[src/fxa_pkg.sv]
// types and codes of the fixed-point alu
// no dependencies
package fxa_pkg;

  typedef enum logic [3:0] {
    MODE_ADD     = 4'd0,
    MODE_SUB     = 4'd1,
    MODE_MUL     = 4'd2,
    MODE_DIV     = 4'd3,
    MODE_CMP     = 4'd4,
    MODE_MIN     = 4'd5,
    MODE_MAX     = 4'd6,
    MODE_INC     = 4'd7,
    MODE_INT2FX  = 4'd8,
    MODE_FX2INT  = 4'd9
  } mode_t;

  localparam logic [31:0] SAT_POS = 32'h7FFF_FFFF;
  localparam logic [31:0] SAT_NEG = 32'h8000_0000;

  // control and flags that travel with every transaction
  typedef struct packed {
    logic       valid;
    logic [3:0] mode;
    logic       lt;
    logic       eq;
    logic       gt;
    logic       sat;
    logic       dz;
    logic       neg;
  } ctrl_t;

endpackage

[src/fxa_front.sv]
// input register, simple operations, multiplier and divider setup
// depends on fxa_pkg
module fxa_front import fxa_pkg::*; #(
  parameter int FRACT_BITS = 8,
  parameter int W = 32 + FRACT_BITS
) (
  input  logic              clk,
  input  logic              rst_n,
  input  logic              en,
  input  logic              in_valid,
  input  logic [3:0]        in_mode,
  input  logic [31:0]       in_operand_a,
  input  logic [31:0]       in_operand_b,
  output ctrl_t             ctrl_o,
  output logic [31:0]       res_o,
  output logic [31:0]       den_o,
  output logic [W-1:0]      num_o
);

  logic        v0_r;
  logic [3:0]  mode0_r;
  logic [31:0] a0_r, b0_r;

  ctrl_t       ctrl1_r, ctrl1_nxt;
  logic [31:0] res1_r, res1_nxt;
  logic [63:0] prod1_r, prod1_nxt;
  logic [31:0] den1_r, den1_nxt;
  logic [W-1:0] num1_r, num1_nxt;

  logic [31:0] abs_a, abs_b;
  logic [63:0] mag;

  always_ff @(posedge clk) begin
    if (!rst_n) begin
      v0_r <= 1'b0;
      ctrl1_r <= '0;
    end else if (en) begin
      v0_r <= in_valid;
      ctrl1_r <= ctrl1_nxt;
    end
  end

  always_ff @(posedge clk) begin
    if (en) begin
      mode0_r <= in_mode;
      a0_r <= in_operand_a;
      b0_r <= in_operand_b;
      res1_r <= res1_nxt;
      prod1_r <= prod1_nxt;
      den1_r <= den1_nxt;
      num1_r <= num1_nxt;
    end
  end

  always_comb begin
    abs_a = a0_r[31] ? (32'd0 - a0_r) : a0_r;
    abs_b = b0_r[31] ? (32'd0 - b0_r) : b0_r;
    prod1_nxt = 64'(abs_a) * 64'(abs_b);
    den1_nxt = abs_b;
    num1_nxt = {abs_a, {FRACT_BITS{1'b0}}};
    ctrl1_nxt.valid = v0_r;
    ctrl1_nxt.mode = mode0_r;
    ctrl1_nxt.lt = $signed(a0_r) < $signed(b0_r);
    ctrl1_nxt.eq = a0_r == b0_r;
    ctrl1_nxt.gt = $signed(a0_r) > $signed(b0_r);
    ctrl1_nxt.sat = 1'b0;
    ctrl1_nxt.dz = (mode0_r == MODE_DIV) && (b0_r == 32'd0);
    ctrl1_nxt.neg = a0_r[31] ^ b0_r[31];
    case (mode0_r)
      MODE_ADD:    res1_nxt = a0_r + b0_r;
      MODE_SUB:    res1_nxt = a0_r - b0_r;
      MODE_MIN:    res1_nxt = ctrl1_nxt.lt ? a0_r : b0_r;
      MODE_MAX:    res1_nxt = ctrl1_nxt.gt ? a0_r : b0_r;
      MODE_INC:    res1_nxt = a0_r + 32'd1;
      MODE_INT2FX: res1_nxt = a0_r << FRACT_BITS;
      MODE_FX2INT: res1_nxt = 32'($signed(a0_r) >>> FRACT_BITS);
      default:     res1_nxt = 32'd0;
    endcase
  end

  // multiply rounding and saturation after the product register
  always_comb begin
    ctrl_o = ctrl1_r;
    res_o = res1_r;
    mag = (prod1_r + (64'd1 << (FRACT_BITS - 1))) >> FRACT_BITS;
    if (ctrl1_r.mode == MODE_MUL) begin
      if (ctrl1_r.neg) begin
        if (mag > 64'(SAT_NEG)) begin
          res_o = SAT_NEG;
          ctrl_o.sat = 1'b1;
        end else begin
          res_o = 32'd0 - mag[31:0];
        end
      end else begin
        if (mag > 64'(SAT_POS)) begin
          res_o = SAT_POS;
          ctrl_o.sat = 1'b1;
        end else begin
          res_o = mag[31:0];
        end
      end
    end
  end

  assign den_o = den1_r;
  assign num_o = num1_r;

endmodule

[config.mk]
export PLATFORM = sky130hd
export DESIGN_NAME = fxa_front
export DESIGN_NICKNAME = d
export VERILOG_FILES = /design/src/fxa_pkg.sv /design/src/fxa_front.sv
export SDC_FILE = /design/constraint.sdc
export NUM_CORES = 2
export LEC_CHECK = 0
export BUFFER_PORTS_ARGS = -buffer_cell sky130_fd_sc_hd__buf_2
export CORE_MARGIN = 3
export CORE_UTILIZATION = 40
export CTS_BUF_LIST = sky130_fd_sc_hd__clkbuf_8
export DETAILED_ROUTE_END_ITERATION = 8
export GPL_TIMING_DRIVEN = 0
export PLACE_DENSITY_LB_ADDON = 0.05
export SYNTH_ARGS = -nofsm -noshare
export SYNTH_HDL_FRONTEND = slang
export SYNTH_SLANG_ARGS = --single-unit
[constraint.sdc]
create_clock -name clk -period 25.6 [get_ports clk]
set_clock_uncertainty 0.2 [all_clocks]
set_input_delay 3.84 -clock clk [delete_from_list [all_inputs] [get_ports clk]]
set_output_delay 3.84 -clock clk [all_outputs]
set_load 0.01 [all_outputs]
Word-level counts from Yosys, hierarchy flattened
Cells that the tools add are included.

operators by class
  add/sub/neg operators = 7
  multiply operators = 1
  $lt $le $gt $ge = 4
  equality and inequality tests = 9
  mux-type cells = 13
  bitwise gates (word level) = 1
  reductions and logical operators = 3

operators with widths
  kind                   count
  $mux 32                8
  $pmux 32 s7            1
  $sub 1x32->32 const A  3
  $add 64x8->64 const B  1
  $mul 32x32->64         1
  $gt 56x31->1 const B   1
  $gt 56x32->1 const B   1
  $add 32x1->32 const B  1
  $add 32x32->32         1
  $eq 32x32->1           1
  $gt 32x32->1           1
  $logic_not 32->1       1
  $lt 32x32->1           1
  $sub 32x32->32         1
  $eq 4x3->1 const B     3
  $eq 4x2->1 const B     2
  $eq 4x4->1 const B     2
  $eq 4x1->1 const B     1
  $logic_not 4->1        1
  $mux 1                 4
  $logic_and 1x1->1      1
  $xor 1x1->1            1

storage, ports and cells
  flip-flop bits (word level) = 239
  input port bits = 72
  output and inout bits = 115
  logic and storage cells = 53

Logic depth before layout (Yosys ltp)
  depth after elaboration = 5
  depth in mapped cells = 37

Worst setup path after synthesis
OpenSTA, ideal clock, no wires.

  path type = flip-flop to flip-flop
  start point = register b0_r[0]
  end point = register prod1_r[60], data pin
  setup time = 0.260 ns
  data arrival time = 9.558 ns
  data required time = 25.140 ns
  path slack = 15.582 ns
  stages on the path, launching flop included = 36
  path buffers = 3
  cells stage by stage = edfxtp_1 -> inv_1 -> clkbuf_1 -> ha_1 -> nand2_1 -> or3_1 -> or4_1 -> or4_1 -> o31ai_1 -> xnor2_1 -> clkbuf_1 -> nor2_1 -> fa_1 -> inv_1 -> fa_1 -> inv_1 -> fa_1 -> fa_1 -> fa_1 -> fa_1 -> fa_1 -> inv_1 -> fa_1 -> inv_1 -> ha_1 -> clkbuf_1 -> a21o_1 -> a21o_1 -> a21o_1 -> a21oi_1 -> o21ai_0 -> a31oi_1 -> o221ai_1 -> a2111oi_0 -> nor2_1 -> xor2_1

on the way
  longest elaborated chain between the ends = 3

ends and longest elaborated chain
  what                      RTL line         text
  start: declaration        fxa_front.sv:22  logic [31:0] a0_r, b0_r;
  start signal: assignment  fxa_front.sv:47  b0_r <= in_operand_b;
  $sub 1x32->32             fxa_front.sv:57  abs_b = b0_r[31] ? (32'd0 - b0_r) : b0_r;
  $mux 32 (*)               fxa_front.sv:57
  $mul 32x32->64 (*)        fxa_front.sv:58  prod1_nxt = 64'(abs_a) * 64'(abs_b);
  named net prod1_nxt[60]   fxa_front.sv:26  logic [63:0] prod1_r, prod1_nxt;
  end signal: assignment    fxa_front.sv:49  prod1_r <= prod1_nxt;
  end: declaration          fxa_front.sv:26

Mark *: on every way through the listed nets, which the timed path passes. The rest lies on a longest branch.
A chain may end at the register's enable or synchronous reset.

Worst setup path after layout
  start point = register a0_r[0]
  end point = register prod1_r[58], data pin

on the way
  longest elaborated chain between the ends = 3

ends and longest elaborated chain
  what                      RTL line         text
  start: declaration        fxa_front.sv:22
  start signal: assignment  fxa_front.sv:46  a0_r <= in_operand_a;
  $sub 1x32->32             fxa_front.sv:56  abs_a = a0_r[31] ? (32'd0 - a0_r) : a0_r;
  $mux 32                   fxa_front.sv:56
  named net abs_a[30]       fxa_front.sv:30  logic [31:0] abs_a, abs_b;
  $mul 32x32->64            fxa_front.sv:58
  named net prod1_nxt[58]   fxa_front.sv:26

The timed path passes the listed nets, and every way through them passes these cells.

==> results.toml <==
[run_status]
outcome = "finished, violations left"
violations = "max-capacitance violations, max-slew violations"

[floorplan]
ios = 187
design.die.area_sq_um = 124000
start_util = 0.404
fp-row-count = 126
core-area_sq_um = 119000
fp.dieW_um = 352
fp.dieH_um = 352

[synthesis]
synth_seq_cells = 232
syn-mean-instance-area_sq_um = 8.94
yosysWarningCount = 0
netlist_area_sq_um = 47900
ys_types = 91
netlist.top_cell.by_area = "fa_1"
synth_edf_count = 221
async_flop_share = 0
synth_area_leaders = "fa_1 (37%), edfxtp_1 (14%), ha_1 (8.6%)"
ys.flop_type = "edfxtp_1"
synth-seq-area-share = 0.143
synthCells = 5362
synth_top_area_frac = 0.375

[cells_and_area]
drive_above_1_share = 0.0644
ff_latch_area_sq_um = 6860
multi_input_area_sq_um = 36100
nets = 6900
nFillCells = 12100
synthToLayoutAreaGrowth_pct = 8.68

[global_routing]
antenna_found_initial = 15
grt_max_degree = 107
grt_util_met3 = 0.0668
use_met2 = 0.504
grt_overflow = 0
grt_util_met1 = 0.449
grt_first_pass_wirelength_mm = 291
gr-usage-all-layers = 0.327
grt_pass1_vias = 40800
grt_busiest_layer = "met2"

[clocking]
cts_buffers = 46
cts_tree = "yes"
clockBufferDepth = 3
ctsResizeCount = 0
path_clk_slew_ns = 0.06
cts-root-buf = "clkbuf_8"
cts_sinks = 232
insertion_delay_ns = 0.78
post_cts_buffers = 0
htreeDepth = 2
postCtsHoldBufs = 0

[job]
max_cap_viol_count = 2

[sta]
fmax_ghz = 0.0716
final.setup.tns_ns = 0
hold_viol = 0
maxSlewViolCount = 1
tightest_slew_ns = 1.49
rsz0062_at_grt = "false"
fin_crit_sh = 0.546
setup_viol_count_final = 0
fin_crit_ns = 13.97
relSlewSlack = -0.00372

[worst_setup_path]
cp-end-kind = "flop"
ff2ff_path_depth = 36
crit_path_end = "prod1_r[58]"
critPathLaunchType = "flop"
worstPathMaxFanout = 11
rr_endpoint = "prod1_r[58]"
worstSetupPathType = "reg2reg"
slowest_delay_ns = 0.98
r2r-start = "a0_r[0]"
worstPathArrival_ns = 14.22
worst_path_max_delay_cell = "xor2_1"
reg2reg_slack_ns = 11.63
cp.required_ns = 25.85
crit_start = "a0_r[0]"
crit_top_cell = "fa_1"

[detailed_routing]
drt_iter0_markers = 4428
drc = 0
num_vias = 40500
routed_via_density = 5.59
drtAntennaViolNets = 0
wirelength_mm = 204
wire_per_inst_um = 28.2
first_pass_iters = 8

[placement]
gp_congestion = 0.994
dp_hpwl_mm = 168
io_buffers = 178

[hold_path]
hold_class = "reg2reg"
-- Yosys cell counts, types with 37 or more instances --
cell type  number
inv_1        1035
o31ai_1        37
clkbuf_1      238
nand3_1        64
fa_1          897
xor2_1         90
edfxtp_1      221
nand2_1       637
a21o_1         87
a31oi_1        54
xnor2_1       137
nor3_1         46
nand4_1        57
ha_1          328
o21ai_0       103
a21oi_1       130
nor2_1        681
-- kinds of logic after synthesis --
group	share of synthesized area
xor gates and xnor gates	0.0415
buffers and inverters	0.107
other	0.0000782
muxes	0.00470
adders and majority gates	0.460
DFF	0.143
and+or+nand+nor	0.154
AOI/OAI and AO/OA	0.0902
-- through the flow --
| step | setup slack, ns | utilization | hold WS (ns) | instance area, sq um | cells |
|---|---|---|---|---|---|
| after global placement | 11.75 | 0.429 | 0.275 | 50900 | 7147 |
| after global routing | 11.46 | 0.439 | 0.333 | 52100 | 7244 |
| after detailed placement | 11.86 | 0.431 | 0.287 | 51100 | 7154 |
| after floorplan | 15.58 | - | 0.282 | 48000 | 5369 |
| after CTS | 11.83 | 0.439 | 0.296 | 52100 | 7239 |
| final | 11.63 | 0.439 | 0.284 | 52100 | 7247 |
-- sequential cells by signal, summed over array words and instances (netlist names) --
register / flops
a0_r: 32
mode0_r: 4
prod1_r: 57
b0_r: 32
num_o: 32
den_o: 32
ctrl_o: 10
res1_r: 32
v0_r: 1
-- layout make-up --
cell class	count	area share
multi-input combinational	3799	0.693
sequential	232	0.132
inverter	1061	0.0764
tap	1600	0.0384
buffer	277	0.0218
timing repair buffer	186	0.0198
clock buffer	51	0.0135
clock inverter	34	0.00512
antenna	7	0.000336
-- layer usage --
metal | up-vias | wire length, um
met3 | 416 | 18500
met5 | - | 69
met4 | 10 | 10300
met2 | 1958 | 90400
met1 | 20800 | 85000
li1 | 17400 | -
-- placed cells by master, fill, tap and decap left out, types with 14 or more instances in the layout --
| cell type | netlist | routed |
|---|---|---|
| inv_1 | 1035 | 1046 |
| fa_1 | 897 | 897 |
| nor2_1 | 681 | 681 |
| nand2_1 | 637 | 637 |
| ha_1 | 328 | 328 |
| clkbuf_1 | 238 | 238 |
| edfxtp_1 | 221 | 221 |
| buf_2 | 15 | 192 |
| a21oi_1 | 130 | 129 |
| xnor2_1 | 137 | 127 |
| o21ai_0 | 103 | 103 |
| a21o_1 | 87 | 87 |
| xor2_1 | 90 | 86 |
| nand3_1 | 64 | 64 |
| nand4_1 | 57 | 57 |
| a31oi_1 | 54 | 54 |
| clkbuf_8 | 0 | 51 |
| nor3_1 | 46 | 46 |
| o31ai_1 | 37 | 37 |
| clkinv_1 | 21 | 27 |
| or3_1 | 26 | 26 |
| nor2b_1 | 23 | 23 |
| and2_1 | 23 | 23 |
| and3_1 | 23 | 23 |
| nor4_1 | 20 | 20 |
| a22oi_1 | 20 | 20 |
| mux2i_1 | 18 | 18 |
| o21bai_1 | 17 | 17 |
| a222oi_1 | 17 | 17 |
| buf_4 | 14 | 16 |
| o211ai_1 | 15 | 15 |
| o22ai_1 | 15 | 15 |
| or4_1 | 14 | 14 |
-- critical path: cells and delay by family, from the launching register on --
family                   cells  cell delay (ns)
AND/OR/NAND/NOR              5             1.39
AO/OA/AOI/OAI                9             2.55
flip-flops                   1             0.68
buffers and inverters       10             3.16
adder cells (fa/ha/maj)     10             4.53
XOR/XNOR                     2             1.14
-- how the worst min path moves through the flow --
stage | start | end | depth (start not counted)
floorplan | v0_r | v0_r | 2
global placement | ctrl_o[3] | ctrl_o[3] | 1
detailed placement | ctrl_o[3] | ctrl_o[3] | 1
CTS | ctrl_o[3] | ctrl_o[3] | 1
global route | ctrl_o[3] | ctrl_o[3] | 1
finish | ctrl_o[3] | ctrl_o[3] | 1
Power is left out: the tool's default activity adds up to more than one toggle a clock period on the data nets, which glitch-free logic cannot reach.
