File: src/fxa_pkg.sv
// types and codes of the fixed-point alu
// no dependencies
package fxa_pkg;

  typedef enum logic [3:0] {
    MODE_ADD     = 4'd0,
    MODE_SUB     = 4'd1,
    MODE_MUL     = 4'd2,
    MODE_DIV     = 4'd3,
    MODE_CMP     = 4'd4,
    MODE_MIN     = 4'd5,
    MODE_MAX     = 4'd6,
    MODE_INC     = 4'd7,
    MODE_INT2FX  = 4'd8,
    MODE_FX2INT  = 4'd9
  } mode_t;

  localparam logic [31:0] SAT_POS = 32'h7FFF_FFFF;
  localparam logic [31:0] SAT_NEG = 32'h8000_0000;

  // control and flags that travel with every transaction
  typedef struct packed {
    logic       valid;
    logic [3:0] mode;
    logic       lt;
    logic       eq;
    logic       gt;
    logic       sat;
    logic       dz;
    logic       neg;
  } ctrl_t;

endpackage

File: src/fxa_back.sv
// quotient rounding, saturation and the output register
// depends on fxa_pkg
module fxa_back import fxa_pkg::*; #(
  parameter int W = 40
) (
  input  logic          clk,
  input  logic          rst_n,
  input  logic          en,
  input  ctrl_t         ctrl_i,
  input  logic [31:0]   res_i,
  input  logic [31:0]   den_i,
  input  logic [31:0]   rem_i,
  input  logic [W-1:0]  q_i,
  output logic          out_valid,
  output logic [31:0]   out_result,
  output logic          out_a_less,
  output logic          out_a_equal,
  output logic          out_a_greater,
  output logic          out_saturated,
  output logic          out_divide_by_zero
);

  logic        valid_r;
  logic [31:0] res_r, res_nxt;
  logic        lt_r, eq_r, gt_r, sat_r, dz_r, sat_nxt;
  logic        rnd;
  logic [W:0]  qr;

  always_comb begin
    rnd = {rem_i, 1'b0} >= {1'b0, den_i};
    qr = {1'b0, q_i} + {{W{1'b0}}, rnd};
    res_nxt = res_i;
    sat_nxt = ctrl_i.sat;
    if (ctrl_i.mode == MODE_DIV) begin
      if (ctrl_i.dz) begin
        res_nxt = 32'd0;
      end else if (ctrl_i.neg) begin
        if (qr > (W+1)'(SAT_NEG)) begin
          res_nxt = SAT_NEG;
          sat_nxt = 1'b1;
        end else begin
          res_nxt = 32'd0 - qr[31:0];
        end
      end else begin
        if (qr > (W+1)'(SAT_POS)) begin
          res_nxt = SAT_POS;
          sat_nxt = 1'b1;
        end else begin
          res_nxt = qr[31:0];
        end
      end
    end
  end

  always_ff @(posedge clk) begin
    if (!rst_n) begin
      valid_r <= 1'b0;
    end else if (en) begin
      valid_r <= ctrl_i.valid;
    end
  end

  always_ff @(posedge clk) begin
    if (en) begin
      res_r <= res_nxt;
      lt_r <= ctrl_i.lt;
      eq_r <= ctrl_i.eq;
      gt_r <= ctrl_i.gt;
      sat_r <= sat_nxt;
      dz_r <= ctrl_i.dz;
    end
  end

  assign out_valid = valid_r;
  assign out_result = res_r;
  assign out_a_less = lt_r;
  assign out_a_equal = eq_r;
  assign out_a_greater = gt_r;
  assign out_saturated = sat_r;
  assign out_divide_by_zero = dz_r;

endmodule

File: config.mk
export PLATFORM = sky130hd
export DESIGN_NAME = fxa_back
export DESIGN_NICKNAME = d
export VERILOG_FILES = /design/src/fxa_pkg.sv /design/src/fxa_back.sv
export SDC_FILE = /design/constraint.sdc
export NUM_CORES = 1
export LEC_CHECK = 0
export BUFFER_PORTS_ARGS = -buffer_cell sky130_fd_sc_hd__buf_2
export CORE_MARGIN = 3
export CORE_UTILIZATION = 50
export DETAILED_ROUTE_END_ITERATION = 6
export GPL_TIMING_DRIVEN = 0
export PLACE_DENSITY = 0.81
export SLEW_MARGIN = 20
export SYNTH_ARGS = -nofsm -noshare
export SYNTH_HDL_FRONTEND = slang
export SYNTH_SLANG_ARGS = --single-unit
File: constraint.sdc
create_clock -name clk -period 6.15 [get_ports clk]
set_input_delay 0.3075 -clock clk [delete_from_list [all_inputs] [get_ports clk]]
set_output_delay 0.3075 -clock clk [all_outputs]
set_load 0.01 [all_outputs]
# Yosys cells after proc, flatten, opt, wreduce, memory -nomap -nowiden
# Cells that the tools add are included.
dict set report totals {
  word_cells 23
  latch_bits 0
  reg_bits 38
  in_bits 150
  n_memories 0
  rom_bits 0
  mem_bits_rw 0
  out_inout_bits 38
}
dict set report classes {
  muxes 10
  addsub 2
  eq_ne 1
  n_div 0
  mul 0
  shift 0
  bitwise_logic 0
  n_lt_le_gt_ge 3
  n_reduce_logical 0
}
# cell n
set ops {}
lappend ops {{$mux 32} 5}
lappend ops {{$add 40x1->41} 1}
lappend ops {{$gt 41x31->1 const B} 1}
lappend ops {{$gt 41x32->1 const B} 1}
lappend ops {{$ge 33x32->1} 1}
lappend ops {{$sub 1x32->32 const A} 1}
lappend ops {{$mux 1} 5}
lappend ops {{$eq 4x2->1 const B} 1}

# Longest topological paths before layout
dict set report depth {
  word_depth 7
  ltp_mapped 25
}

# Worst setup path before layout
# No wires, ideal clock.
dict set report synth_timing {
  path_type {in2reg}
  startpoint {in den_i[1]}
  endpoint {reg res_r[29], in the netlist out_result[29] (data pin)}
  cell_stages 23
  arrival_ns 4.578
  slack_ns 1.315
  required_time_ns 5.893
  setup_ns 0.257
  path_cell_list {inv_1 -> ha_1 -> nor2b_1 -> o21a_1 -> o21ai_0 -> nand2b_1 -> a21oi_1 -> o21ai_0 -> a221oi_1 -> o21a_1 -> o211ai_1 -> ha_1 -> ha_1 -> buf_2 -> xnor2_1 -> nand4_1 -> a2111oi_4 -> a21boi_0 -> o2111ai_1 -> nor3_1 -> xor2_1 -> nand2_1 -> a32o_1}
}
dict set report synth_via {
  elab_chain_len 7
}
# element line
set synth_rtl {}
lappend synth_rtl {{start: declaration} fxa_back.sv:11} ;# input logic [31:0] den_i,
lappend synth_rtl {{$ge 33x32->1 (*)} fxa_back.sv:30} ;# rnd = {rem_i, 1'b0} >= {1'b0, den_i};
lappend synth_rtl {{$add 40x1->41 (*)} fxa_back.sv:31} ;# qr = {1'b0, q_i} + {{W{1'b0}}, rnd};
lappend synth_rtl {{$gt 41x31->1, or another cell as far along} fxa_back.sv:45} ;# if (qr > (W+1)'(SAT_POS)) begin
lappend synth_rtl {{$mux 32, on equally long branches} {fxa_back.sv:45, fxa_back.sv:38}}
lappend synth_rtl {{$mux 32 (*)} fxa_back.sv:37} ;# end else if (ctrl_i.neg) begin
lappend synth_rtl {{$mux 32 (*)} fxa_back.sv:35} ;# if (ctrl_i.dz) begin
lappend synth_rtl {{$mux 32 (*)} fxa_back.sv:34} ;# if (ctrl_i.mode == MODE_DIV) begin
lappend synth_rtl {{net res_nxt[29]} fxa_back.sv:24} ;# logic [31:0] res_r, res_nxt;
lappend synth_rtl {{end signal: assignment} fxa_back.sv:65} ;# res_r <= res_nxt;
lappend synth_rtl {{end: declaration} fxa_back.sv:24}
# The timed path passes the listed nets; every way through them passes the cells marked *.
# A chain may end at the register's enable or synchronous reset.

# Worst setup path after layout
dict set report layout_timing {
  startpoint {in den_i[1]}
  endpoint {reg res_r[26], in the netlist out_result[26] (data pin)}
}
# Same word-level chain as after synthesis.

==> impl_metrics.toml <==
[drt]
detailroute.wirelength.met3_um = 1270
wire_per_inst_um = 16.5
detail_route.first_pass.iterations = 5
avgViaCountPerCell = 5.86
detail_route.wirelength.met1_um = 6600
highest-signal-layer = "met4"
ant_nets = 0
drc = 0
wirelength_um = 15500
dr_wl_met2_um = 7320
drtIter0Drc = 316
route.vias.total = 5483

[power_and_ir_drop]
pwr_density_cell_mw_per_mm2 = 128
static-leakage-power_nw = 2.68
clock_power_share_pct = 25.7
cell_internal_power_mw = 0.550
power_frac_seq_pct = 38.9
max-vdd-ir-drop_uv = 120
netSwitchingFraction_pct = 31.8
power.net_switching_mw = 0.256
power_frac_comb_pct = 35.4
sum_of_internal_switching_and_leakage_power_mw = 0.806

[die]
pin_count = 188
width_of_the_die_um = 107
std_cell_rows = 36
die_area_mm2 = 0.0115
starting_density_of_the_core_pct = 51.9
fp.dieH_um = 107
coreArea_mm2 = 0.00986

[setup_path]
critical_path.reg2reg.endpoint = "out_valid$_SDFFE_PN0P_"
r2r_cells = 2
critical_path_peak_fanout = 10
r2r_slack_ns = 5.54
arrival_ns = 5.64
kind_of_end_point_of_the_critical_path = "flip-flop"
worstSetupPathType = "in -> reg"
worst_r2r_startpoint = "out_valid$_SDFFE_PN0P_"
timing.critical_path.from_type = "input pin"
worst_ep_required_time_ns = 6.24

[placed_design]
detailedPlacementHpwl_um = 12800
gp_congestion = 0.935
io_buffer_count = 176

[hold_path]
hold-path-cell-count = 1
worstHoldStart = "ctrl_i[4]"
hold_path.class = "in -> reg"
holdPathEnd = "out_a_equal$_DFFE_PP_"

[logic_synthesis]
postSynthRegisterBits = 38
synth_cell_area_mm2 = 0.00512
mappedNetlistNets = 803
syn_inst = 618
ys_warn_count = 0
syn-mean-instance-area_um2 = 8.29
synth_ff_type = "sky130_fd_sc_hd__edfxtp_1"
synth-async-reset-ratio_pct = 0
synth.distinct_cells = 77
synth-seq-area-share_pct = 22.1
synth_enable_flop_cells = 37

[cts]
hold_buffers = 0
cts.clk_slew.worst_paths_ns = 0.08
cts.root.buffer_cell = "sky130_fd_sc_hd__clkbuf_8"
postCtsSetupRepairBufs = 0
numCtsBuffers = 5
ctsResizeCount = 0
clock_latency_ns = 0.29
cts-htree-levels = 2
cts-root-to-sink-buffers = 2
tritoncts_num_sinks = 38
clock_tree_from_tritoncts = "done"

[flow_run]
max_cap_violations = 0

[finish]
nets = 986
mostFrequentLayoutCells = "188 x sky130_fd_sc_hd__buf_2, 61 x sky130_fd_sc_hd__nand2_1, 38 x sky130_fd_sc_hd__inv_1, 38 x sky130_fd_sc_hd__nand3_1, 37 x sky130_fd_sc_hd__edfxtp_1"
layout_commonest_cell = "sky130_fd_sc_hd__buf_2"
final_layout_size_suffix_gt1_share_pct = 30.0
area_growth_from_synthesis_to_layout_pct = 22.6
post-route-util_pct = 63.6
total_inserted_antenna_cells = 0

[sta]
timing_max_transition_violations_final = 0
hold_viol_final = 0
worst-slew-pin-transition_ns = 0.840
setup_total_negative_slack_ns = 0
setup-violations-final = 0
maxClockFrequency_ghz = 0.180
finalWorstPathRequiredPeriod_ns = 5.55
rsz0062_at_grt = "false"
timing.clock.skew_ns = 0
timing.slew.headroom_pct = 44.0
final_min_period_over_clock_period_pct = 90.3

[grt]
grt_remaining_overflow = 0
first_global_vias = 5025
grt_pass1_wl_um = 24100
grt_start_max_net_pins = 39
gr-usage-all-layers_pct = 25.6
antenna_found_initial = 0

[outcome]
status = "completed"
## power groups by stage
| stage | Sequential, mW | Combinational, mW | Clock [mW] |
|---|---|---|---|
| 3_3_place_gp | 0.319 | 0.271 | 0 |
| 5_1_grt | 0.315 | 0.315 | 0.220 |
| 6_report | 0.313 | 0.285 | 0.207 |
| 2_1_floorplan | 0.332 | 0.150 | 0 |
| 4_1_cts | 0.314 | 0.283 | 0.210 |
| 3_5_place_dp | 0.319 | 0.281 | 0 |
## worst max path at each step
stage,end,slack [ns],cells after the start,startpoint
final,out_result[26]$_DFFE_PP_,0.60,24,den_i[1]
after CTS,out_result[29]$_DFFE_PP_,0.70,25,den_i[1]
after detailed placement,out_result[26]$_DFFE_PP_,0.41,24,den_i[1]
after global placement,out_result[26]$_DFFE_PP_,0.51,24,den_i[1]
after floorplan,out_result[29]$_DFFE_PP_,1.31,23,den_i[1]
after global routing,out_result[21]$_DFFE_PP_,0.15,25,den_i[1]
## cells in the mapped netlist (4+ instances only)
master	number	area share, %
sky130_fd_sc_hd__nand2_1	61	4.5
sky130_fd_sc_hd__inv_1	38	2.8
sky130_fd_sc_hd__nand3_1	38	3.7
sky130_fd_sc_hd__edfxtp_1	37	22
sky130_fd_sc_hd__ha_1	35	8.5
sky130_fd_sc_hd__xnor2_1	34	5.8
sky130_fd_sc_hd__nor2_1	31	2.3
sky130_fd_sc_hd__nor3_1	25	2.4
sky130_fd_sc_hd__o21ai_0	21	2.1
sky130_fd_sc_hd__nand4_1	20	2.4
sky130_fd_sc_hd__xor2_1	17	2.9
sky130_fd_sc_hd__clkbuf_1	16	1.2
sky130_fd_sc_hd__or3_1	16	2.0
sky130_fd_sc_hd__a32o_1	15	2.9
sky130_fd_sc_hd__a21oi_1	13	1.3
sky130_fd_sc_hd__buf_2	12	1.2
sky130_fd_sc_hd__nand3b_1	12	1.8
sky130_fd_sc_hd__o21ai_1	12	1.2
sky130_fd_sc_hd__and3_1	11	1.3
sky130_fd_sc_hd__nor4_1	10	1.2
sky130_fd_sc_hd__o31ai_1	9	1.3
sky130_fd_sc_hd__a21o_1	8	1.2
sky130_fd_sc_hd__o22ai_1	8	0.98
sky130_fd_sc_hd__mux2i_1	7	1.4
sky130_fd_sc_hd__nor2b_1	6	0.73
sky130_fd_sc_hd__a31oi_1	5	0.61
sky130_fd_sc_hd__buf_6	5	1.1
sky130_fd_sc_hd__nand2b_1	5	0.61
sky130_fd_sc_hd__and2_1	4	0.49
sky130_fd_sc_hd__and4_1	4	0.68
sky130_fd_sc_hd__nand4_2	4	0.98
sky130_fd_sc_hd__nand4b_1	4	0.68
sky130_fd_sc_hd__nor4_4	4	1.7
sky130_fd_sc_hd__or4_1	4	0.59
## worst max-delay path: stages
cell and delay (ns):
sky130_fd_sc_hd__buf_2 0.07, sky130_fd_sc_hd__inv_1 0.03, sky130_fd_sc_hd__ha_1 0.25, sky130_fd_sc_hd__nor2b_1 0.16, sky130_fd_sc_hd__o21a_1 0.12, sky130_fd_sc_hd__o21ai_0 0.06, sky130_fd_sc_hd__nand2b_1 0.08, sky130_fd_sc_hd__a21oi_1 0.06
sky130_fd_sc_hd__o21ai_0 0.19, sky130_fd_sc_hd__a221oi_1 0.12, sky130_fd_sc_hd__o21a_1 0.18, sky130_fd_sc_hd__o211ai_1 0.18, sky130_fd_sc_hd__ha_1 0.37, sky130_fd_sc_hd__ha_1 0.27, sky130_fd_sc_hd__buf_2 0.24, sky130_fd_sc_hd__and3_1 0.30
sky130_fd_sc_hd__nand3_1 0.26, sky130_fd_sc_hd__nor3_1 0.60, sky130_fd_sc_hd__and3_1 0.27, sky130_fd_sc_hd__a31oi_1 0.15, sky130_fd_sc_hd__nor4_2 0.34, sky130_fd_sc_hd__o21ai_2 0.13, sky130_fd_sc_hd__a211o_4 0.44, sky130_fd_sc_hd__o41ai_2 0.43
## area by class of cell
cell class / instances / area, um^2
timing repair buffer: 176 / 881
fill: 873 / 3590
sequential: 38 / 1130
buffer: 37 / 201
clock inverter: 3 / 40.0
multi-input combinational: 504 / 3640
inverter: 39 / 146
tap: 133 / 166
clock buffer: 5 / 68.8
## sequential cells by signal (all words and copies together), names as in the netlist
register / flops
out_a_less: 1
out_result: 32
out_a_greater: 1
out_valid: 1
out_a_equal: 1
out_saturated: 1
out_divide_by_zero: 1
## logic make-up after synthesis
| family | count (synthesis) | share of synthesized area [%] |
|---|---|---|
| and+or+nand+nor | 280 | 32.4 |
| AOI/OAI and AO/OA | 129 | 19.5 |
| buffers and inverters | 76 | 6.79 |
| xor gates and xnor gates | 53 | 9.36 |
| DFF | 38 | 22.1 |
| adders and majority gates | 35 | 8.55 |
| muxes | 7 | 1.37 |
## routing by layer
layer	up-vias	track usage, %
met3	22	3.37
met5	-	0
li1	2700	-
met1	2509	33.3
met2	252	44.5
met4	0	6.94
## stage by stage
stage	hold WS (ns)	instance area (um^2)	cells	worst slack [ns]
after floorplan	0.406	5120	618	1.31
after global placement	0.485	6170	927	0.507
after detailed placement	0.488	6170	927	0.410
after CTS	0.186	6280	935	0.703
after global routing	0.187	6280	935	0.155
final	0.191	6280	935	0.596
Power figures use the tool's default switching activity.
