==> config.mk <==
export PLATFORM = sky130hd
export DESIGN_NAME = fxa_div_cell
export DESIGN_NICKNAME = d
export VERILOG_FILES = /design/src/fxa_pkg.sv /design/src/fxa_div_cell.sv
export SDC_FILE = /design/constraint.sdc
export NUM_CORES = 1
export LEC_CHECK = 0
export BUFFER_PORTS_ARGS = -buffer_cell sky130_fd_sc_hd__buf_4
export CORE_MARGIN = 5
export CORE_UTILIZATION = 43
export DETAILED_ROUTE_END_ITERATION = 7
export PLACE_DENSITY_LB_ADDON = 0.2
export SETUP_SLACK_MARGIN = 0.1
export SKIP_CTS_REPAIR_TIMING = 1
export SLEW_MARGIN = 40
export SYNTH_ARGS = -nofsm -noshare
export SYNTH_HDL_FRONTEND = slang
export SYNTH_SLANG_ARGS = --single-unit
==> constraint.sdc <==
create_clock -name clk -period 2.7 [get_ports clk]
set_input_delay 0.135 -clock clk [delete_from_list [all_inputs] [get_ports clk]]
set_output_delay 0.135 -clock clk [all_outputs]
set_load 0.05 [all_outputs]
==> src/fxa_pkg.sv <==
// types and codes of the fixed-point alu
// no dependencies
package fxa_pkg;

  typedef enum logic [3:0] {
    MODE_ADD     = 4'd0,
    MODE_SUB     = 4'd1,
    MODE_MUL     = 4'd2,
    MODE_DIV     = 4'd3,
    MODE_CMP     = 4'd4,
    MODE_MIN     = 4'd5,
    MODE_MAX     = 4'd6,
    MODE_INC     = 4'd7,
    MODE_INT2FX  = 4'd8,
    MODE_FX2INT  = 4'd9
  } mode_t;

  localparam logic [31:0] SAT_POS = 32'h7FFF_FFFF;
  localparam logic [31:0] SAT_NEG = 32'h8000_0000;

  // control and flags that travel with every transaction
  typedef struct packed {
    logic       valid;
    logic [3:0] mode;
    logic       lt;
    logic       eq;
    logic       gt;
    logic       sat;
    logic       dz;
    logic       neg;
  } ctrl_t;

endpackage

==> src/fxa_div_cell.sv <==
// one restoring-division cell: settles one quotient bit per transaction
// depends on fxa_pkg
module fxa_div_cell import fxa_pkg::*; #(
  parameter int W = 40
) (
  input  logic          clk,
  input  logic          rst_n,
  input  logic          en,
  input  ctrl_t         ctrl_i,
  input  logic [31:0]   res_i,
  input  logic [31:0]   den_i,
  input  logic [31:0]   rem_i,
  input  logic [W-1:0]  nq_i,
  output ctrl_t         ctrl_o,
  output logic [31:0]   res_o,
  output logic [31:0]   den_o,
  output logic [31:0]   rem_o,
  output logic [W-1:0]  nq_o
);

  ctrl_t        ctrl_r;
  logic [31:0]  res_r, den_r, rem_r, rem_nxt;
  logic [W-1:0] nq_r, nq_nxt;
  logic [32:0]  rsh, diff;
  logic         ge;

  always_comb begin
    rsh = {rem_i, nq_i[W-1]};
    diff = rsh - {1'b0, den_i};
    ge = rsh >= {1'b0, den_i};
    rem_nxt = ge ? diff[31:0] : rsh[31:0];
    // numerator bits shift out at the top, quotient bits enter at the bottom
    nq_nxt = {nq_i[W-2:0], ge};
  end

  always_ff @(posedge clk) begin
    if (!rst_n) begin
      ctrl_r <= '0;
    end else if (en) begin
      ctrl_r <= ctrl_i;
    end
  end

  always_ff @(posedge clk) begin
    if (en) begin
      res_r <= res_i;
      den_r <= den_i;
      rem_r <= rem_nxt;
      nq_r <= nq_nxt;
    end
  end

  assign ctrl_o = ctrl_r;
  assign res_o = res_r;
  assign den_o = den_r;
  assign rem_o = rem_r;
  assign nq_o = nq_r;

endmodule

Word-level counts from Yosys, hierarchy flattened:

Index checks and enable logic that the tools add are counted.
Widths: inputs -> output; s select.

* output and inout port bits: 147
* bits in registers: 147
* input bits: 150
* logic and storage cells: 15

* order comparisons: 1
* $add $sub $neg: 1
* mux-type cells: 1

Operators with widths (count)
* $ge 33x32->1: 1
* $mux 32: 1
* $sub 32x32->32: 1

Depth between registers and ports, before layout:

Gate-level depths: netlist of run 1.

* depth after elaboration: 2
* gate-level depth with buffers: 13
* gate-level depth less buffers: 12

Worst setup path before layout of run 1:

OpenSTA, ideal clock, no wires.

* kind: in2reg
* start: in den_i[7]
* end: reg rem_r[13] (netlist: rem_o[13]), data pin
* stages: 12
* data arrival time: 2649 ps
* path slack: -211 ps
* cells stage by stage: inv_1 -> ha_1 -> buf_2 -> nand4_1 -> or4_1 -> a21oi_1 -> nor3_1 -> a211oi_2 -> o21ai_2 -> o31ai_4 -> buf_4 -> mux2_1

* longest elaborated chain between the ends: 2
* elaborated cells on any way between the ends: 3

RTL lines
* start, declared: line fxa_div_cell.sv:11 `input logic [31:0] den_i,`
* $sub 32x32->32 or $ge 33x32->1 (tied branches): line fxa_div_cell.sv:29, fxa_div_cell.sv:30
* $mux 32 (*): line fxa_div_cell.sv:31 `rem_nxt = ge ? diff[31:0] : rsh[31:0];`
* via rem_nxt[13]: line fxa_div_cell.sv:22 `logic [31:0] res_r, den_r, rem_r, rem_nxt;`
* end signal, assigned: line fxa_div_cell.sv:48 `rem_r <= rem_nxt;`
* end, declared: line fxa_div_cell.sv:22

Mark *: on every way through the listed nets, which the timed path passes. The rest lies on a longest branch.
A chain may end at the register's enable or synchronous reset.

Worst setup path in the final report of run 1:

* start: in den_i[0]
* end: reg rem_r[30] (netlist: rem_o[30]), data pin

The elaborated chain is that of the path after synthesis.

==> out/results.tsv, run 1 <==
metric	value	unit
leading register cell type out of synthesis	edfxtp_1	
post-synthesis net count	699	
Clk pin slew, worst setup/hold paths	0.07	ns
hold slack	-0.0277	ns
Hold Path Depth	3	
Final setup viols	0	
number of routed nets with antenna violations	0	
hold_sp	ctrl_i[10]	
die outline width	135	um
met3 wire length	1.92	mm
status	finished with violations	
largest net degree at the start of global routing	73	
core area	15300	um2
WL met1	8.38	mm
endpoints failing hold	7	
first-pass GRT wire length	30.4	mm
Mapped Cells	516	
Synth area leaders	edfxtp_1, ha_1, a21oi_1	
final worst path period share	91.4	%
GR Util All Layers	21.5	%
row count	45	
Synth Cell Area	6700	um2
top layer in use	met4	
Worst-Skew Late Latency	0.42	ns
syn_area_per_cell	13.0	um2
met2 wire len	11.9	mm
Finished Cell Area	11300	um2
residual DRC count	0	
register area share after synthesis	64.2	%
kind of end point of the critical path	flip-flop	
Longest Clk Path Bufs	2	
Min Clock Period, post-route	2.47	ns
worst-path maximum fanout	3	
Power Internal	4.81	mW
worst min path class	in -> reg	
CTS root buf	clkbuf_16	
fin. max-slew vios	0	
routed len/inst	18.9	um
cell taking the most area after synthesis	edfxtp_1	
layout cell share with drive strength beyond 1	42.1	%
placed cell areas	9620	um2
num ports	297	
max-cap viol count	0	
Final Skew	0	ns
most used cell, CP	a21oi_2	
clock sink total	147	
Unique masters post-synth	50	
Worst Setup SP	den_i[0]	
R2R cell count	2	
DRT iter0 DRCs	308	
switching share of total power	33.8	%
Pleak	4.96	nW
critical-path cell list	buf_4 > ha_1 > fa_2 > nand2b_4 > a21oi_2 > o21ai_2 > o311a_1 > a31oi_4 > a21oi_2 > o41ai_2 > xor2_1 > mux2_4	
hpwl dp	15.7	mm
Critical Path Max Stage Delay	0.39	ns
routed wire length	22.6	mm
Nets	1152	
# port buffers	296	
Worst VDD drop	412	uV
Setup crit start kind	primary input	
failing checks	hold timing	
synth warn	0	
Post-synth EDFFs	136	
Worst-Margin Slew	0.559	ns
fraction of registers with async set/reset	0	%
CTS tree	built	
die span in y	135	um
Critical Path AT	2.64	ns
RePlAce Congestion	0.889	
Via Count	5882	
reg2reg start	ctrl_o[6]$_SDFFE_PN0P_	
vias in the first global route	5561	
required time worst endpoint	2.87	ns
die area	18200	um2
Multi-input gate area	2300	um2
cts bufs inserted	17	
TritonRoute pass-1 iters	4	
vias per cell	4.93	
synthesis-stage register bit count	147	
PD cells	644	nW/um2
Core Util, Final	73.9	%
FMAX	405	MHz
CTS HTree Levels	4	
max_slew headroom	62.6	%
Clk network pwr share	30.6	%
top cells by count, synth	edfxtp_1, a21oi_1, inv_1	
Sequential Power Share	38.8	%
Switch Pwr	2.45	mW
most common cell in the netlist	edfxtp_1	
Slowest cell on crit path	o311a_1	
Layout area overhead	68.3	%
aggregate global routing overflow	0	
fillers	992	
initial core utilization	43.9	%
initial antenna violation count	1	
Combinational Power Share	30.6	%
Synth top area share	61.0	%
crit path kind	in -> reg	
Sequential Area	4300	um2
RSZ-0062 raised after global routing	yes	
## critical path, delay by kind of cell
family	cells	cell delay (ns)
mux	1	0.26
compound gates	6	1.27
buf+inv	1	0.11
simple gates	1	0.16
xor+xnor	1	0.10
fa+ha+maj	2	0.59
## cells in the final DEF (no fill, tap or decap), types with 3 or more instances in the layout
| cell | instances |
|---|---|
| buf_4 | 345 |
| edfxtp_1 | 136 |
| dlygate4sd3_1 | 106 |
| a21oi_1 | 53 |
| nor2_1 | 35 |
| inv_1 | 34 |
| ha_1 | 26 |
| nand2_1 | 25 |
| clkbuf_16 | 17 |
| o21ai_0 | 15 |
| xnor2_1 | 15 |
| nor2b_1 | 14 |
| a21o_1 | 12 |
| xor2_1 | 12 |
| mux2i_1 | 12 |
| dfxtp_1 | 11 |
| nand3_1 | 8 |
| nand4_1 | 8 |
| o21a_1 | 6 |
| mux2_2 | 6 |
| ha_4 | 6 |
| inv_6 | 5 |
| o211ai_1 | 4 |
| nor4_1 | 4 |
| a31oi_1 | 4 |
| mux2_4 | 4 |
| inv_2 | 3 |
| inv_8 | 3 |
| o21bai_1 | 3 |
| a21oi_2 | 3 |
| a211oi_1 | 3 |
| clkinv_4 | 3 |
| clkinvlp_4 | 3 |
## layer usage
layer,global-route usage (%),vias up
li1,-,2817
met1,23.6,2804
met2,39.0,235
met3,7.12,26
met4,7.01,0
met5,0,-
## worst paths after layout
kind	endpoint	slack (ns)
setup / recovery	rem_o[30]$_DFFE_PP_	0.23
hold / removal	ctrl_o[10]$_SDFFE_PN0P_	-0.03
setup reg to reg	ctrl_o[6]$_SDFFE_PN0P_	2.06
hold reg to reg	ctrl_o[2]$_SDFFE_PN0P_	0.53
## cells by family after synthesis
group | synth area share, %
flops | 64.2
compound gates | 10.9
simple gates | 7.97
buf+inv | 3.59
fa+ha+maj | 6.27
xor+xnor | 3.53
mux | 3.47
## power groups by stage
stage          clock network [mW]  logic (mW)  registers [mW]
6_report                     2.22        2.22            2.82
5_1_grt                      2.37        2.35            2.84
4_1_cts                      2.24        2.08            2.81
3_5_place_dp                    0        2.07            2.86
3_3_place_gp                    0        2.05            2.86
2_1_floorplan                   0       0.528            3.62
## through the flow
step / cells / TNS (ns) / power (mW) / setup WS, ns
2_1_floorplan: 516 / -0.529 / 4.15 / -0.0933
3_3_place_gp: 1054 / -3.01 / 4.91 / -0.269
3_5_place_dp: 1054 / -5.91 / 4.93 / -0.400
4_1_cts: 1086 / 0 / 7.13 / 0.0437
5_1_grt: 1194 / 0 / 7.55 / 0.101
6_report: 1194 / 0 / 7.26 / 0.232
## flip-flops by register name, summed over array words and instances (netlist names)
signal  flops
res_o      32
den_o      32
nq_o       40
ctrl_o     11
rem_o      32
## final cells by class
type	count	area share, %
Antenna cell	1	0.0222
Clock buffer	18	3.81
Clock inverter	14	1.07
Inverter	38	1.33
Multi-Input combinational cell	311	20.4
Sequential cell	147	38.2
Tap cell	211	2.34
Timing Repair Buffer	454	32.8
No activity file was read; power rests on OpenSTA's default activity.
==> run 2: changes to the inputs <==
--- a/config.mk
+++ b/config.mk
@@ -10,6 +10,7 @@
 export CORE_UTILIZATION = 43
 export DETAILED_ROUTE_END_ITERATION = 7
 export PLACE_DENSITY_LB_ADDON = 0.2
+export RECOVER_POWER = 100
 export SETUP_SLACK_MARGIN = 0.1
 export SKIP_CTS_REPAIR_TIMING = 1
 export SLEW_MARGIN = 40
==> out/results.tsv, run 2 (synthesized netlist as in run 1, its figures left out) <==
metric	value	unit
Setup TNS Final	0	ns
num ports	297	
Critical Path AT	2.69	ns
Layout area overhead	59.0	%
Pleak	4.35	nW
max-cap viol count	1	
status	finished with violations	
most frequent cells in the layout	clkbuf_1, edfxtp_1, dlygate4sd3_1	
total power	7.05	mW
reg2reg start	ctrl_o[5]$_SDFFE_PN0P_	
core area	15300	um2
Min Clock Period, post-route	2.52	ns
required time worst endpoint	2.87	ns
vias in the first global route	5561	
Core Util, Final	69.8	%
max reg flops	40	
Worst Setup SP	den_i[17]	
max_slew headroom	-43.1	%
Final setup viols	0	
placed cell areas	9620	um2
# port buffers	296	
routed wire length	22.6	mm
Critical Path Max Stage Delay	0.52	ns
most common cell after layout, fill and taps aside	clkbuf_1	
endpoints failing hold	7	
Longest Clk Path Bufs	2	
CTS root buf	clkbuf_16	
row count	45	
worst min path class	in -> reg	
Finished Cell Area	10700	um2
hpwl dp	15.7	mm
die area	18200	um2
FMAX	396	MHz
PD cells	662	nW/um2
clock sink total	147	
CTS HTree Levels	4	
Setup crit start kind	primary input	
cts bufs inserted	17	
CTS tree	built	
failing checks	hold timing, capacitance limit, slew limit	
first-pass GRT wire length	30.4	mm
routed len/inst	18.9	um
initial antenna violation count	1	
Hold Path Depth	3	
reg-to-reg slack, setup	2.02	ns
top cell family by delay on the critical path	simple AND/OR/NAND/NOR gates	
pre-CTS setup slack	-0.400	ns
residual DRC count	0	
CP Buf/Inv Count	3	
Worst Hold Path EP	ctrl_o[10]$_SDFFE_PN0P_	
largest net degree at the start of global routing	73	
critical-path cell list	clkbuf_1 > inv_2 > ha_4 > nand4_1 > or4_1 > a21oi_2 > nor3_2 > a211oi_2 > o21ai_1 > o31ai_4 > buf_12 > mux2_2	
final worst path period share	93.4	%
Worst-Skew Late Latency	0.42	ns
Clk pin slew, worst setup/hold paths	0.07	ns
Via Count	5886	
R2R cell count	2	
kind of end point of the critical path	flip-flop	
die span in y	135	um
Slowest cell on crit path	or4_1	
Worst VDD drop	412	uV
die outline width	135	um
Worst-Margin Slew	2.15	ns
RSZ-0062 raised after global routing	yes	
layout cell share with drive strength beyond 1	25.8	%
worst-path maximum fanout	15	
Nets	1152	
vias per cell	4.93	
initial core utilization	43.9	%
fillers	1207	
hold_sp	ctrl_i[10]	
hold slack	-0.0279	ns
aggregate global routing overflow	0	
crit path kind	in -> reg	
number of routed nets with antenna violations	0	
R2R Path End	ctrl_o[5]$_SDFFE_PN0P_	
final setup margin	0.178	ns
Final Skew	0	ns
fin. max-slew vios	43	
GR Util All Layers	21.5	%
DRT iter0 DRCs	293	
RePlAce Congestion	0.889	
TritonRoute pass-1 iters	5	
## run 2: metrics by stage
step	hold slack (ns)	cells
global route	-0.00364	1194
CTS	-0.138	1086
finish	-0.0279	1194
floorplan	0.234	516
global placement	0.314	1054
detailed placement	0.314	1054
## run 2: worst max path at each step
stage / slack (ns) / to / cells after the start
3_5_place_dp: -0.40 / rem_o[30]$_DFFE_PP_ / 12
3_3_place_gp: -0.27 / rem_o[30]$_DFFE_PP_ / 12
5_1_grt: 0.06 / rem_o[30]$_DFFE_PP_ / 13
6_report: 0.18 / rem_o[8]$_DFFE_PP_ / 12
4_1_cts: 0.04 / rem_o[30]$_DFFE_PP_ / 12
2_1_floorplan: -0.09 / rem_o[13]$_DFFE_PP_ / 12
## run 2: worst reg2reg max path, cell delays in order (launching register included)
cell	delay, ns
dfxtp_1	0.35
mux2i_1	0.08
nor2b_1	0.18
## run 2: final cells by class
type                       count  area (um2)  area share (%)
antenna                        1        2.50          0.0235
clock buffer                  18         429            4.03
clock inverter                14         120            1.13
inverter                      38         150            1.41
multi-input combinational    311        2280            21.4
sequential                   147        4300            40.4
tap                          211         264            2.48
timing repair buffer         454        3100            29.1
## run 2: routing by layer
layer	vias to the layer above	global-route usage [%]	share of wire, %
met1	2811	23.6	38
met3	28	7.12	8.3
met2	224	39.0	52
li1	2823	-	-
met5	-	0	0
met4	0	7.01	1.7
## run 2: power breakdown
group          internal, mW  switching [mW]  leakage (nW)
clock network          1.20            1.01         0.262
logic                 0.651            1.36          2.67
registers              2.75          0.0660          1.42
==> run 3: changes to the inputs <==
--- a/config.mk
+++ b/config.mk
@@ -7,7 +7,7 @@
 export LEC_CHECK = 0
 export BUFFER_PORTS_ARGS = -buffer_cell sky130_fd_sc_hd__buf_4
 export CORE_MARGIN = 5
-export CORE_UTILIZATION = 43
+export CORE_UTILIZATION = 47
 export DETAILED_ROUTE_END_ITERATION = 7
 export PLACE_DENSITY_LB_ADDON = 0.2
 export RECOVER_POWER = 100
==> constraint.sdc (replaced) <==
create_clock -name clk -period 2.79 [get_ports clk]
set_input_delay 0.1395 -clock clk [delete_from_list [all_inputs] [get_ports clk]]
set_output_delay 0.1395 -clock clk [all_outputs]
set_load 0.05 [all_outputs]
==> out/results.tsv, run 3 (synthesized netlist as in run 1, its figures left out) <==
metric	value	unit
worst min path class	in -> reg	
reg-to-reg slack, setup	1.99	ns
Hold Path Depth	3	
fillers	992	
number of routed nets with antenna violations	0	
vias in the first global route	5433	
Worst VDD drop	434	uV
R2R Path End	ctrl_o[2]$_SDFFE_PN0P_	
Worst Setup SP	den_i[21]	
Layout area overhead	59.2	%
pre-CTS setup slack	-0.259	ns
PD cells	683	nW/um2
first-pass GRT wire length	30.3	mm
Final Skew	0	ns
R2R cell count	2	
CTS tree	built	
num ports	297	
# port buffers	296	
hold slack	0.0123	ns
Setup TNS Final	0	ns
clock sink total	147	
Via Count	6099	
final worst path period share	93.5	%
failing checks	capacitance limit, slew limit	
DRT iter0 DRCs	535	
Setup crit start kind	primary input	
crit path to	rem_o[13]$_DFFE_PP_	
die span in y	129	um
routed wire length	25.4	mm
routed len/inst	21.9	um
Pleak	4.37	nW
FMAX	383	MHz
CTS root buf	clkbuf_16	
Worst-Margin Slew	1.66	ns
largest net degree at the start of global routing	56	
max-cap viol count	1	
aggregate global routing overflow	0	
die outline width	129	um
row count	43	
initial core utilization	48.1	%
crit path kind	in -> reg	
Core Util, Final	76.6	%
GR Util All Layers	23.8	%
initial antenna violation count	2	
Final setup viols	0	
Nets	1149	
Multi-input gate area	2260	um2
final setup margin	0.180	ns
die area	16700	um2
Clk pin slew, worst setup/hold paths	0.06	ns
RePlAce Congestion	0.879	
Critical Path AT	2.76	ns
hold_sp	ctrl_i[0]	
CTS HTree Levels	4	
hpwl dp	16.3	mm
most frequent cells in the layout	clkbuf_1, edfxtp_1, dlygate4sd3_1	
residual DRC count	0	
TritonRoute pass-1 iters	5	
kind of end point of the critical path	flip-flop	
cts bufs inserted	17	
Sequential Area	4300	um2
max_slew headroom	-10.4	%
max reg flops	40	
reg2reg start	ctrl_o[2]$_SDFFE_PN0P_	
core area	13900	um2
most common cell after layout, fill and taps aside	clkbuf_1	
required time worst endpoint	2.94	ns
endpoints failing hold	0	
Min Clock Period, post-route	2.61	ns
worst-path maximum fanout	12	
RSZ-0062 raised after global routing	no	
layout cell share with drive strength beyond 1	25.0	%
vias per cell	5.25	
fin. max-slew vios	29	
status	finished with violations	
Worst-Skew Late Latency	0.42	ns
Longest Clk Path Bufs	2	
run 3: cell type report:
cell class / count / area share, %
sequential: 147 / 40.3
timing repair buffer: 451 / 28.7
multi-input combinational: 311 / 21.2
clock buffer: 18 / 4.02
tap: 180 / 2.11
clock inverter: 14 / 2.10
inverter: 38 / 1.41
antenna: 2 / 0.0469
run 3: worst max-delay path, cell delays in order:
cell and delay, ns:
dlygate4sd3_1 0.53, clkbuf_1 0.15, inv_1 0.06, ha_1 0.29, and2_1 0.17, nand4_1 0.15, nor4_1 0.33, nor4_1 0.11
o21a_1 0.15, o31ai_4 0.06, buf_4 0.24, mux2_1 0.36
run 3: power breakdown:
group | total, mW | leakage (nW) | internal (mW) | switching [mW]
logic | 1.96 | 2.64 | 0.619 | 1.34
registers | 2.74 | 1.42 | 2.66 | 0.0800
clock network | 2.58 | 0.311 | 1.60 | 0.980
total | 7.29 | 4.37 | 4.88 | 2.40
run 3: how the worst min path moves through the flow:
stage                             endpoint  slack [ns]
floorplan               den_o[0]$_DFFE_PP_        0.24
global placement        nq_o[37]$_DFFE_PP_        0.32
detailed placement      res_o[7]$_DFFE_PP_        0.32
CTS                     res_o[7]$_DFFE_PP_       -0.13
global route           rem_o[23]$_DFFE_PP_        0.02
finish              ctrl_o[0]$_SDFFE_PN0P_        0.01
run 3: layer usage:
layer	routed length, um	track usage (%)	part of all wire [%]
met5	0	0	0
met4	1080	6.49	4.3
met3	2060	7.05	8.1
met2	13000	43.0	51
met1	9190	27.7	36
run 3: through the flow:
step                total power [mW]  instance area (um2)  cells
floorplan                       4.02                 6870    516
global placement                4.74                 9550   1021
detailed placement              4.76                 9550   1021
CTS                             7.31                10200   1053
global route                    7.53                10700   1161
finish                          7.29                10700   1161
